**config.mk**
```make
export PLATFORM = sky130hd
export DESIGN_NAME = gbs_query
export DESIGN_NICKNAME = d
export VERILOG_FILES = /design/src/hdl/gbs_pkg.sv /design/src/hdl/gbs_query.sv
export SDC_FILE = /design/constraint.sdc
export NUM_CORES = 1
export LEC_CHECK = 0
export BUFFER_PORTS_ARGS = -buffer_cell sky130_fd_sc_hd__buf_2
export CAP_MARGIN = 20
export CORE_ASPECT_RATIO = 1.1
export CORE_MARGIN = 4
export CORE_UTILIZATION = 58
export CTS_CLUSTER_SIZE = 24
export DETAILED_ROUTE_END_ITERATION = 6
export PLACE_DENSITY = 0.87
export SLEW_MARGIN = 10
export SYNTH_ARGS = -nofsm -noshare
export SYNTH_HDL_FRONTEND = slang
export SYNTH_SLANG_ARGS = --single-unit
```
**constraint.sdc**
```tcl
create_clock -name clk_i -period 5.1 [get_ports clk_i]
set_clock_uncertainty 0.2 [all_clocks]
set_input_delay 0.255 -clock clk_i [delete_from_list [all_inputs] [get_ports clk_i]]
set_output_delay 0.255 -clock clk_i [all_outputs]
set_load 0.03 [all_outputs]
```
**src/hdl/gbs_pkg.sv**
```systemverilog
package gbs_pkg;

  // Query and result fields
  localparam int NUM_W = 20;

  // Bitmap layout: one bit per odd value, 64 odd values (128 integers) per word
  localparam int MAP_WORD_W = 64;
  localparam int MAP_SHIFT  = 7;

  typedef struct packed {
    logic             valid;
    logic             found;
    logic [NUM_W-1:0] smaller;
    logic [NUM_W-1:0] larger;
  } gbs_result_t;

endpackage

```
**src/hdl/gbs_query.sv**
```systemverilog
module gbs_query #(
  parameter int LIMIT = 1048576,
  parameter int AW    = 13
) (
  input  logic                           clk_i,
  input  logic                           rst_ni,
  input  logic                           start_i,
  input  logic [gbs_pkg::NUM_W-1:0]      number_i,
  input  logic [gbs_pkg::MAP_WORD_W-1:0] rdata_a_i,
  input  logic [gbs_pkg::MAP_WORD_W-1:0] rdata_b_i,
  output logic [AW-1:0]                  raddr_a_o,
  output logic [AW-1:0]                  raddr_b_o,
  output logic                           busy_o,
  output gbs_pkg::gbs_result_t           res_o
);
  import gbs_pkg::*;

  logic             act_q, act_d;
  logic             single_q, single_d;
  logic [NUM_W-1:0] n_q, n_d;
  logic [NUM_W-1:0] p_q, p_d;
  logic             chk_v_q, chk_v_d;
  logic [NUM_W-1:0] chk_p_q, chk_p_d;
  logic [NUM_W-1:0] chk_m_q, chk_m_d;
  gbs_result_t      res_q, res_d;
  logic [NUM_W-1:0] m_now;
  logic [NUM_W-1:0] half;
  logic             issue;
  logic             hit;

  function automatic logic in_map(input logic [NUM_W-1:0] m);
    in_map = (32'(m) < 32'(LIMIT));
  endfunction

  function automatic logic [AW-1:0] word_of(input logic [NUM_W-1:0] m);
    word_of = in_map(m) ? AW'(m >> MAP_SHIFT) : '0;
  endfunction

  function automatic logic is_prime(input logic [NUM_W-1:0] m,
                                    input logic [MAP_WORD_W-1:0] w);
    is_prime = (m >= NUM_W'(3)) && m[0] && in_map(m) && !w[m[MAP_SHIFT-1:1]];
  endfunction

  assign m_now     = n_q - p_q;
  assign half      = number_i >> 1;
  assign issue     = (p_q >= NUM_W'(3));
  assign raddr_a_o = word_of(p_q);
  assign raddr_b_o = word_of(m_now);
  assign hit       = single_q ? is_prime(chk_p_q, rdata_a_i)
                              : (is_prime(chk_p_q, rdata_a_i) && is_prime(chk_m_q, rdata_b_i));

  always_comb begin
    act_d       = act_q;
    single_d    = single_q;
    n_d         = n_q;
    p_d         = p_q;
    chk_v_d     = 1'b0;
    chk_p_d     = p_q;
    chk_m_d     = m_now;
    res_d       = res_q;
    res_d.valid = 1'b0;
    if (!act_q) begin
      if (start_i) begin
        act_d = 1'b1;
        n_d   = number_i;
        if (number_i[0] && (number_i > NUM_W'(3))) begin
          single_d = 1'b1;
          p_d      = number_i - NUM_W'(2);
        end else begin
          single_d = 1'b0;
          if (half > NUM_W'(3)) begin
            p_d = half[0] ? (half - NUM_W'(2)) : (half - NUM_W'(1));
          end else begin
            p_d = NUM_W'(1);
          end
        end
      end
    end else begin
      chk_v_d = issue;
      if (issue) begin
        p_d = single_q ? NUM_W'(1) : (p_q - NUM_W'(2));
      end
      if (chk_v_q && hit) begin
        act_d         = 1'b0;
        chk_v_d       = 1'b0;
        res_d.valid   = 1'b1;
        res_d.found   = 1'b1;
        res_d.smaller = single_q ? NUM_W'(2) : chk_p_q;
        res_d.larger  = single_q ? chk_p_q : chk_m_q;
      end else if (!issue) begin
        act_d         = 1'b0;
        res_d.valid   = 1'b1;
        res_d.found   = 1'b0;
        res_d.smaller = '0;
        res_d.larger  = '0;
      end
    end
  end

  assign busy_o = act_q;
  assign res_o  = res_q;

  always_ff @(posedge clk_i or negedge rst_ni) begin
    if (!rst_ni) begin
      act_q   <= 1'b0;
      chk_v_q <= 1'b0;
      res_q   <= '0;
    end else begin
      act_q   <= act_d;
      chk_v_q <= chk_v_d;
      res_q   <= res_d;
    end
  end

  always_ff @(posedge clk_i) begin
    single_q <= single_d;
    n_q      <= n_d;
    p_q      <= p_d;
    chk_p_q  <= chk_p_d;
    chk_m_q  <= chk_m_d;
  end

endmodule

```
Word level (Yosys, flattened, before mapping):

Index checks and enable logic that the tools add are counted.

* reduce and logical (&&, ||, !) cells: 13
* add/sub/neg operators: 5
* order comparisons: 7
* muxes and demuxes: 24
* equal/unequal tests: 2
* bitwise logic cells: 1

Operators with widths (number)
* 20-bit two-way mux: 9
* 42-bit two-way mux: 3
* 20-bit by 2-bit greater-or-equal comparator with 1-bit output (second input constant): 3
* 20-bit by 2-bit subtractor with 20-bit output (second input constant): 2
* 20-bit by 2-bit > comparator with 1-bit output (second input constant): 1
* 19-bit by 1-bit subtractor with 20-bit output (second input constant): 1
* 19-bit by 2-bit subtractor with 20-bit output (second input constant): 1
* 20-bit subtractor: 1
* 19-bit by 2-bit > comparator with 1-bit output (second input constant): 1
* 6-bit by 7-bit less-than comparator with 1-bit output (second input constant): 2
* 1-bit binary-select mux with 6-bit select: 2
* 1-bit two-way mux: 10
* 1-bit logical AND: 7
* 2-bit AND reduction: 3
* 2-bit by 1-bit inequality test with 1-bit output (second input constant): 2
* 1-bit zero test: 2
* 2-bit nonzero test: 1
* 1-bit inverter: 1

* word-level logic and storage cells: 63
* register bits after elaboration: 125
* bits of input ports: 151

Longest topological paths before layout:

Gate-level depths: netlist of run 1.

* depth after elaboration: 9
* gate-level depth with buffers: 13
* depth with buffers taken out: 11

Least setup slack after synthesis of run 1:

No wires, ideal clock.

* path kind: register -> output
* start point: register p_q[3] (netlist: chk_p_d[3])
* end point: output raddr_b_o[12]
* stages on the path, launching flop included: 10
* data arrival time: 2.509 ns
* path slack: 2.136 ns
* buffers on the path: 1
* required time: 4.645 ns
* path through: edfxtp_1 -> inv_1 -> ha_1 -> or4_1 -> o211ai_1 -> a311o_1 -> a31oi_1 -> and4_1 -> or3_1 -> buf_4

* longest elaborated chain between the ends: 1

Ends and longest elaborated chain
* start: declaration: RTL line gbs_query.sv:21 `logic [NUM_W-1:0] p_q, p_d;`
* start signal: assignment: RTL line gbs_query.sv:118 `p_q <= p_d;`
* 20-bit subtractor: RTL line gbs_query.sv:44 `assign m_now = n_q - p_q;`
* end: declaration: RTL line gbs_query.sv:12 `output logic [AW-1:0] raddr_b_o,`

Every way passes these cells.

Final worst setup path of run 1:

* start point: register p_q[1] (netlist: chk_p_d[1])
* end point: output raddr_b_o[12]

The elaborated chain is that of the path after synthesis.

==> flow_summary_export.csv, run 1 <==
group,metric,value,unit
synth,yosys.area_share.simple,15.8,%
critical_path,cp.required,4640,ps
clock_tree,cts_tree,"done",
drt,drc,0,
clock_tree,ctsRootBufferMaster,"clkbuf_16",
synth,syn_area,8040,um2
placement,hpwl,17.2,mm
synth,synth_compound_area_share,11.8,%
power,vdd.ir_drop.worst,0.324,mV
timing,finalSetupViolCount,0,
global_route,grt_pass1_vias,7149,
global_route,grt.overflow.total,0,
timing,hold_violations,0,
clock_tree,clk_pin_slew,60,ps
placement,place.port_buffers,219,
layout,diodes,0,
power,leakagePower,4.26,nW
timing,tightest_slew,976,ps
clock_tree,max-clock-path-buffers,2,
synth,synthTopCellsByCount,"75 x nand2_1, 50 x mux2i_1, 44 x dfrtp_1",
global_route,grt_usage,29.9,%
synth,synth_area_leader_cell,"edfxtp_1",
drt,first_iter_violations,958,
timing,finalCritPeriodShare,76.6,%
drt,avgViaCountPerCell,6.15,
clock_tree,cts_resized,0,
clock_tree,htreeDepth,4,
synth,synth_edf_count,41,
placement,placed_area,8970,um2
synth,synthMuxAreaShare,15.0,%
layout,final_area,9770,um2
synth,synth_xor_area_share,6.97,%
drt,first_pass_iters,6,
layout,nets,1158,
synth,yosys-top-cells-area,"edfxtp_1 15%, dfrtp_1 14%, dfxtp_1 10%",
drt,wl_per_cell,20.4,um
clock_tree,clock_latency,410,ps
critical_path,crit_path_max_fanout,7,
synth,syn_avg_cell_area,10.3,um2
critical_path,end_kind,"primary output",
placement,dp_slack,1380,ps
power,finalPower,6.47,mW
drt,drt-total-wl,24.0,mm
global_route,antenna_found_initial,0,
synth,ys_seq_area_share,39.0,%
synth,ys_warn_count,0,
die,row_count,44,
timing,finalSetupTns,0,ps
synth,synth_top_area_share,15.3,%
timing,rsz0062_at_grt,"no",
synth,synth_top_family_by_area,"simple AND/OR/NAND/NOR gates",
synth,synth_ff_type,"dfrtp_1",
timing,slew_headroom,34.9,%
placement,place_congestion,0.944,
die,num_io_pins,220,
drt,ant_nets,0,
clock_tree,cts_buffers,17,
layout,drive_above_1_share,29.9,%
timing,fmaxAchievable,0.256,GHz
critical_path,startpoint_type,"register",
die,die-area,15800,um2
critical_path,critPathArrivalTime,3450,ps
drt,vias,7239,
timing,maxSlewViolCount,0,
job,drv_cap,0,
synth,ys_ff_latch,125,
clock_tree,cts.sinks,125,
global_route,grt_max_degree,45,
global_route,grt_pass1_wl,37.6,mm
timing,holdWs,73.8,ps
synth,yosys.cell_types.count,67,
synth,yosysMostFrequentCell,"nand2_1",
timing,fin_crit,3910,ps
hold_path,hold_class,"input port to register",
power,power_density,662,nW/um2
die,die_w,120,um
synth,synthCells,784,
timing,setup_ws,1190,ps
layout,area_delta_synth_final,21.6,%
synth,synth_fa_ha_area_share,4.30,%
outcome,status,"finished clean",
synth,syn_nets,962,
synth,synth_async_sr_flop_share,35.2,%
die,core-area,13400,um2
die,die_height,131,um
die,initial_core_util,60.1,%
critical_path,crit_type,"register to primary output",
-- through the flow --
step | std cells | util, %
after floorplan | 784 | -
after global routing | 1177 | 73.0
final | 1177 | 73.0
after CTS | 1175 | 72.9
after global placement | 1122 | 67.0
after detailed placement | 1122 | 67.0
-- critical path: stages (launching register included) --
cell,delay (ps)
edfxtp_1,520
inv_1,120
ha_1,280
nor2b_1,140
o31a_1,300
o211ai_1,400
a311o_1,290
a31oi_1,160
and4_1,250
or3_1,390
buf_2,190
-- cells in the final DEF (no fill, tap or decap), types with 4 or more instances in the layout --
| cell type | n |
|---|---|
| or4_1 | 4 |
| nor4_1 | 20 |
| nand2_1 | 75 |
| and3_1 | 4 |
| buf_2 | 219 |
| nand4_1 | 6 |
| nor2b_1 | 27 |
| dfrtp_1 | 44 |
| a2bb2oi_1 | 6 |
| a31oi_1 | 6 |
| xnor2_1 | 42 |
| o22ai_1 | 19 |
| a311o_1 | 4 |
| nor2_1 | 35 |
| nand3_1 | 13 |
| buf_4 | 7 |
| a21o_1 | 8 |
| edfxtp_1 | 41 |
| dfxtp_1 | 40 |
| dlygate4sd3_1 | 21 |
| inv_6 | 8 |
| o22a_1 | 5 |
| inv_1 | 36 |
| a211o_1 | 18 |
| o21ai_0 | 12 |
| xor2_1 | 22 |
| mux4_2 | 27 |
| a21oi_1 | 25 |
| mux2i_1 | 50 |
| nor3_1 | 36 |
| clkbuf_16 | 17 |
| nor3b_1 | 5 |
| and2_1 | 5 |
| ha_1 | 26 |
-- logic make-up after synthesis --
logic type	after synthesis
AND/OR/NAND/NOR	248
AO/OA/AOI/OAI	131
flip-flops	125
buffers and inverters	108
multiplexers	81
XOR/XNOR	64
adder cells (fa/ha/maj)	27
-- routing by layer --
metal | global-route usage, % | wire length [um]
met5 | 0 | 0
met4 | 11.7 | 840
met3 | 6.02 | 2030
met2 | 52.5 | 12400
met1 | 36.0 | 8730
-- power by group --
| part | switching, mW | total, mW | internal [mW] |
|---|---|---|---|
| clock | 0.514 | 1.16 | 0.648 |
| combinational | 2.00 | 3.28 | 1.29 |
| sequential | 0.518 | 2.02 | 1.50 |
| total | 3.03 | 6.47 | 3.44 |
-- registers in the layout, summed over array words and instances (netlist names) --
| name | count |
|---|---|
| single_q | 1 |
| chk_v_q | 1 |
| res_o | 42 |
| chk_p_d | 20 |
| chk_m_q | 20 |
| n_q | 20 |
| chk_p_q | 20 |
| busy_o | 1 |
-- what timing repair did --
item	in CTS	in global routing
setup endpoints to repair	0	0
hold endpoints to repair	64	0
buffers inserted	0	0
hold buffers	21	0
-- area by class of cell --
type                    count  area, um2
multi-input cells         551       4320
inverters                  37        139
well taps                 184        230
fillers                   934       3610
repair buffers            248       1370
clock inverters            15        146
flip-flops and latches    125       3130
clock buffers              17        425
-- final timing paths --
path | start | to | slack [ps] | cells after the start
hold / removal | start_i | busy_o$_DFF_PN0_ | 70 | 3
max in group asynchronous | rst_ni | res_o[2]$_DFFE_PN0P_ | 3740 | 2
min in group asynchronous | rst_ni | res_o[41]$_DFF_PN0_ | 340 | 2
setup / recovery | chk_p_d[1]$_DFFE_PP_ | raddr_b_o[12] | 1190 | 10
setup reg to reg | chk_p_d[12]$_DFFE_PP_ | chk_p_d[5]$_DFFE_PP_ | 1500 | 7
hold reg to reg | chk_p_d[5]$_DFFE_PP_ | chk_p_q[5]$_DFF_P_ | 260 | 0
(Power assumes the default switching activity.)
==> run 2, diff against run 1 <==
--- a/config.mk
+++ b/config.mk
@@ -9,10 +9,10 @@
 export CAP_MARGIN = 20
 export CORE_ASPECT_RATIO = 1.1
 export CORE_MARGIN = 4
-export CORE_UTILIZATION = 58
+export CORE_UTILIZATION = 48
 export CTS_CLUSTER_SIZE = 24
 export DETAILED_ROUTE_END_ITERATION = 6
-export PLACE_DENSITY = 0.87
+export PLACE_DENSITY = 0.77
 export SLEW_MARGIN = 10
 export SYNTH_ARGS = -nofsm -noshare
 export SYNTH_HDL_FRONTEND = slang
==> constraint.sdc (replaced) <==
create_clock -name clk_i -period 3.1 [get_ports clk_i]
set_clock_uncertainty 0.2 [all_clocks]
set_input_delay 0.155 -clock clk_i [delete_from_list [all_inputs] [get_ports clk_i]]
set_output_delay 0.155 -clock clk_i [all_outputs]
set_load 0.03 [all_outputs]
==> run 2 against run 1 <==
The run now ends with negative setup slack left. Global-route usage fell by 4.8 points. Cell count rose by 7.2%. Worst hold slack improved by 200 ps. Worst setup slack got worse by 1500 ps. Die area rose by 19%. First-iteration DRC count fell by 47%. Core utilization fell by 7.6 points. Wire length rose by 1.5%. Largest power group unchanged.
==> flow_summary_export.csv, run 2 (synthesis gave the netlist of run 1 again) <==
group,metric,value,unit
critical_path,cpMaxStageDelayCell,"edfxtp_1",
timing,setup_ws,-300,ps
critical_path,end_kind,"primary output",
critical_path,startpoint,"chk_p_d[0]$_DFFE_PP_",
drt,first_pass_iters,5,
timing,fin_crit,3400,ps
clock_tree,max-clock-path-buffers,2,
clock_tree,clock_latency,420,ps
drt,avgViaCountPerCell,5.79,
critical_path,timing.rr.start,"chk_m_q[1]$_DFF_P_",
power,power_density,1100,nW/um2
timing,rsz0062_at_grt,"yes",
critical_path,crit_path_max_fanout,3,
timing,holdWs,278,ps
die,core-area,16400,um2
die,row_count,49,
timing,slew_headroom,48.1,%
critical_path,cp.required,2740,ps
clock_tree,clk_pin_slew,60,ps
outcome,status,"complete, but fails checks",
drt,ant_nets,0,
placement,hpwl,17.7,mm
clock_tree,htreeDepth,4,
outcome,violations,"negative setup slack",
die,die_w,131,um
global_route,grt_pass1_vias,7345,
placement,place.port_buffers,219,
timing,finalSetupViolCount,5,
die,die_height,144,um
critical_path,cp.depth,10,
critical_path,worstSetupEndpoint,"raddr_b_o[11]",
die,initial_core_util,49.1,%
die,die-area,18900,um2
global_route,grt_pass1_wl,38.0,mm
timing,finalCritPeriodShare,110,%
global_route,grt.overflow.total,0,
global_route,antenna_found_initial,0,
layout,drive_above_1_share,37.7,%
drt,drc,0,
placement,place_congestion,0.889,
layout,final_common_cell,"buf_2",
drt,drt-total-wl,24.4,mm
clock_tree,cts.sinks,125,
layout,nets,1223,
timing,fmaxAchievable,0.294,GHz
timing,maxSlewViolCount,0,
critical_path,crit_type,"register to primary output",
power,leakagePower,4.68,nW
layout,diodes,0,
die,num_io_pins,220,
clock_tree,ctsRootBufferMaster,"clkbuf_16",
critical_path,r2r_slack,110,ps
layout,layout_common_cells,"210 x buf_2, 75 x nand2_1, 66 x buf_4",
critical_path,cpLargestDelayFamily,"compound AO/OA/AOI/OAI gates",
placement,placed_area,9380,um2
critical_path,timing.rr.end,"res_o[21]$_DFFE_PN0P_",
drt,wl_per_cell,19.3,um
job,drv_cap,0,
layout,final_area,10700,um2
drt,first_iter_violations,512,
placement,dp_slack,5.36,ps
global_route,grt_usage,25.1,%
timing,finalSetupTns,-887,ps
layout,area_delta_synth_final,33.3,%
drt,vias,7305,
power,finalPower,11.8,mW
timing,hold_violations,0,
timing,tightest_slew,777,ps
global_route,grt_max_degree,45,
power,vdd.ir_drop.worst,0.694,mV
critical_path,r2r_cells,8,
clock_tree,cts_buffers,17,
critical_path,critPathArrivalTime,3040,ps
layout,fillers,1221,
critical_path,crit_chain,"ha_2 -> fa_2 -> nor2b_2 -> o31a_1 -> a41oi_2 -> a211o_1 -> a31oi_2 -> nor4_1 -> a311o_1 -> buf_6",
critical_path,worst_path_largest_cell_delay,410,ps
critical_path,critPathBufInv,1,
hold_path,hold_class,"register to register",
critical_path,startpoint_type,"register",
layout,largest_reg_flops,42,
clock_tree,cts_tree,"done",
==> run 2: changes by cell type in the layout (fill, tap and decap cells not counted), moves of 5 or more <==
| cell | change |
|---|---|
| ha_1 | -8 |
| buf_12 | +6 |
| ha_4 | +5 |
| inv_6 | -7 |
| buf_6 | +6 |
| nor3_1 | -5 |
| buf_4 | +59 |
| nor3_2 | +5 |
| buf_2 | -9 |
==> run 2: worst min-delay path by stage <==
stage,cells past startpoint,startpoint,endpoint
after detailed placement,1,rst_ni,res_o[41]$_DFF_PN0_
after CTS,1,res_o[0]$_DFFE_PN0P_,res_o[0]$_DFFE_PN0P_
after floorplan,0,rst_ni,busy_o$_DFF_PN0_
final,1,res_o[0]$_DFFE_PN0P_,res_o[0]$_DFFE_PN0P_
after global placement,1,rst_ni,res_o[41]$_DFF_PN0_
after global routing,1,res_o[40]$_DFFE_PN0P_,res_o[40]$_DFFE_PN0P_
==> run 2: cell type report <==
class / instances / area (um2) / share of cell area, %
Multi-Input combinational cell: 551 / 4590 / 42.8
Sequential cell: 125 / 3130 / 29.3
Timing Repair Buffer: 313 / 2000 / 18.6
Clock buffer: 23 / 489 / 4.57
Tap cell: 204 / 255 / 2.38
Inverter: 37 / 139 / 1.30
Clock inverter: 9 / 108 / 1.00
==> run 2: through the flow <==
| stage | std cells | util (%) |
|---|---|---|
| 2_1_floorplan | 784 | - |
| 4_1_cts | 1253 | 63.8 |
| 5_1_grt | 1262 | 65.4 |
| 3_5_place_dp | 1186 | 57.3 |
| 6_report | 1262 | 65.4 |
| 3_3_place_gp | 1186 | 57.3 |
==> run 2: metal layers <==
layer | track usage (%) | vias to the layer above | part of all wire (%)
met5 | 0 | - | 0
met4 | 9.62 | 0 | 3.4
met3 | 5.57 | 64 | 6.5
met2 | 44.1 | 307 | 50
met1 | 30.5 | 3551 | 40
li1 | - | 3383 | -
==> run 2: repair_timing <==
| action | CTS | global route |
|---|---|---|
| hold buffers | 22 | 1 |
| gates cloned | 0 | 1 |
| hold endpoints to repair | 65 | 9 |
| buffers inserted | 13 | 6 |
| pin swaps | 13 | 9 |
| gates resized for setup | 32 | 37 |
| endpoints found under the setup margin | 11 | 49 |
==> run 2: report_power, final <==
| group | switching (mW) | total [mW] | internal (mW) | leakage (nW) |
|---|---|---|---|---|
| combinational | 3.81 | 6.72 | 2.91 | 3.13 |
| sequential | 0.614 | 3.08 | 2.47 | 1.27 |
| clock | 0.718 | 1.99 | 1.27 | 0.290 |
==> run 3, diff against run 2 <==
==> constraint.sdc (replaced) <==
create_clock -name clk_i -period 3.1 [get_ports clk_i]
set_clock_uncertainty 0.2 [all_clocks]
set_input_delay 0.775 -clock clk_i [delete_from_list [all_inputs] [get_ports clk_i]]
set_output_delay 0.775 -clock clk_i [all_outputs]
set_load 0.03 [all_outputs]
==> run 3 against run 2 <==
The flow still finishes with violations (negative setup slack). Clock power about the same. Non-clock buffer count increased by 73. Worst hold slack got worse by 160 ps. Register-to-register slack got worse by 810 ps. Sequential cell count unchanged. Worst setup slack got worse by 770 ps. Core utilization increased by 3.9 points. First-iteration DRC count increased by 60%. Wire length increased by 18%. Power increased by 11%.
==> flow_summary_export.csv, run 3 (synthesis gave the netlist of run 1 again) <==
group,metric,value,unit
outcome,status,"complete, but fails checks",
outcome,violations,"negative setup slack",
timing,finalCritPeriodShare,134,%
power,vdd.ir_drop.worst,0.711,mV
clock_tree,max-clock-path-buffers,2,
critical_path,critPathBufInv,2,
drt,drc,0,
die,initial_core_util,49.1,%
layout,diodes,0,
timing,fin_crit,4170,ps
drt,first_pass_iters,6,
drt,drt-total-wl,28.7,mm
timing,finalSetupViolCount,14,
global_route,grt_usage,27.4,%
timing,tightest_slew,800,ps
critical_path,crit_path_max_fanout,3,
die,core-area,16400,um2
critical_path,worst_path_largest_cell_delay,440,ps
global_route,grt_max_degree,24,
drt,ant_nets,0,
timing,holdWs,115,ps
drt,wl_per_cell,21.5,um
layout,utilization,69.3,%
placement,hpwl,18.6,mm
die,row_count,49,
critical_path,crit_chain,"buf_4 -> fa_2 -> nor2b_2 -> o31a_1 -> a41oi_2 -> a211o_1 -> a31oi_2 -> nor4_1 -> a311o_1 -> buf_4",
critical_path,end_kind,"primary output",
global_route,grt_pass1_vias,7740,
timing,maxSlewViolCount,0,
clock_tree,cts_tree,"done",
critical_path,cp.required,2120,ps
die,die_height,144,um
clock_tree,htreeDepth,4,
layout,largest_reg_flops,42,
hold_path,hold_class,"input port to asynchronous set/reset pin",
power,finalPower,13.1,mW
drt,vias,7941,
timing,setup_ws,-1070,ps
critical_path,cp_common_cell,"buf_4",
global_route,grt_pass1_wl,41.0,mm
die,num_io_pins,220,
layout,final_common_cell,"buf_2",
clock_tree,clock_latency,430,ps
clock_tree,cts.sinks,125,
placement,place_congestion,0.887,
layout,layout_common_cells,"206 x buf_2, 155 x buf_4, 74 x nand2_1",
die,die-area,18900,um2
power,power_density,1150,nW/um2
critical_path,crit_type,"register to primary output",
critical_path,cpLargestDelayFamily,"compound AO/OA/AOI/OAI gates",
clock_tree,clk_pin_slew,60,ps
global_route,grt.overflow.total,0,
global_route,antenna_found_initial,0,
timing,hold_violations,0,
critical_path,r2r_slack,-700,ps
critical_path,critPathArrivalTime,3190,ps
clock_tree,cts_hold_buffers,0,
layout,nets,1296,
timing,fmaxAchievable,0.240,GHz
drt,avgViaCountPerCell,5.95,
critical_path,cpMaxStageDelayCell,"edfxtp_1",
layout,drive_above_1_share,44.8,%
critical_path,startpoint_type,"register",
drt,first_iter_violations,820,
job,drv_cap,0,
clock_tree,cts_buffers,17,
layout,area_delta_synth_final,41.1,%
power,leakagePower,5.11,nW
timing,rsz0062_at_grt,"yes",
timing,slew_headroom,46.6,%
clock_tree,ctsRootBufferMaster,"clkbuf_16",
die,die_w,131,um
placement,place.port_buffers,219,
run 3: cell types whose count changed in the layout (fill, tap and decap cells not counted), sizes merged:
cell / before / now
buf: 288 / 386
inv: 38 / 43
clkbuf: 25 / 22
clkinv: 5 / 3
clkinvlp: 1 / 0
bufinv: 2 / 1
dlygate4sd3: 23 / 0
run 3: worst paths after layout:
path / cells past startpoint / from / to
setup / recovery: 10 / chk_p_d[1]$_DFFE_PP_ / raddr_b_o[11]
hold / removal: 1 / rst_ni / res_o[35]$_DFFE_PN0P_
setup reg to reg: 23 / n_q[3]$_DFFE_PP_ / chk_m_q[6]$_DFF_P_
min in group clk_i: 1 / res_o[0]$_DFFE_PN0P_ / res_o[0]$_DFFE_PN0P_
hold reg to reg: 1 / res_o[0]$_DFFE_PN0P_ / res_o[0]$_DFFE_PN0P_
max in group asynchronous: 2 / rst_ni / res_o[9]$_DFFE_PN0P_
run 3: through the flow:
stage,setup WS (ps),TNS (ps),std cells,cell area (um2)
global route,-1120,-11580,1335,11300
global placement,-404,-15010,1261,9980
detailed placement,-464,-17730,1261,9980
CTS,-736,-7430,1318,11000
finish,-1070,-10550,1335,11300
floorplan,-292,-608,784,8080
run 3: final cells by class:
class                      instances  area, um2
clock buffer                      22        497
clock inverter                    10       96.3
fill                            1125       5030
inverter                          37        139
multi-input combinational        551       4700
sequential                       125       3130
tap                              204        255
timing repair buffer             386       2520
run 3: per-layer routing:
metal  share of wire [%]  global-route usage (%)
met1                  36                    32.2
met2                  50                    49.0
met3                 8.1                    5.78
met4                 5.9                    11.7
met5                   0                       0
run 3: timing repair:
action | 4_1_cts | 5_1_grt
pin swaps | 24 | 14
buffers inserted | 26 | 19
setup endpoints to repair | 14 | 44
gates resized for setup | 50 | 46
run 3: where the power goes:
group | internal, mW | switching, mW | total, mW
sequential | 2.47 | 0.605 | 3.08
clock | 1.23 | 0.781 | 2.01
combinational | 3.58 | 4.41 | 7.99
total | 7.28 | 5.80 | 13.1
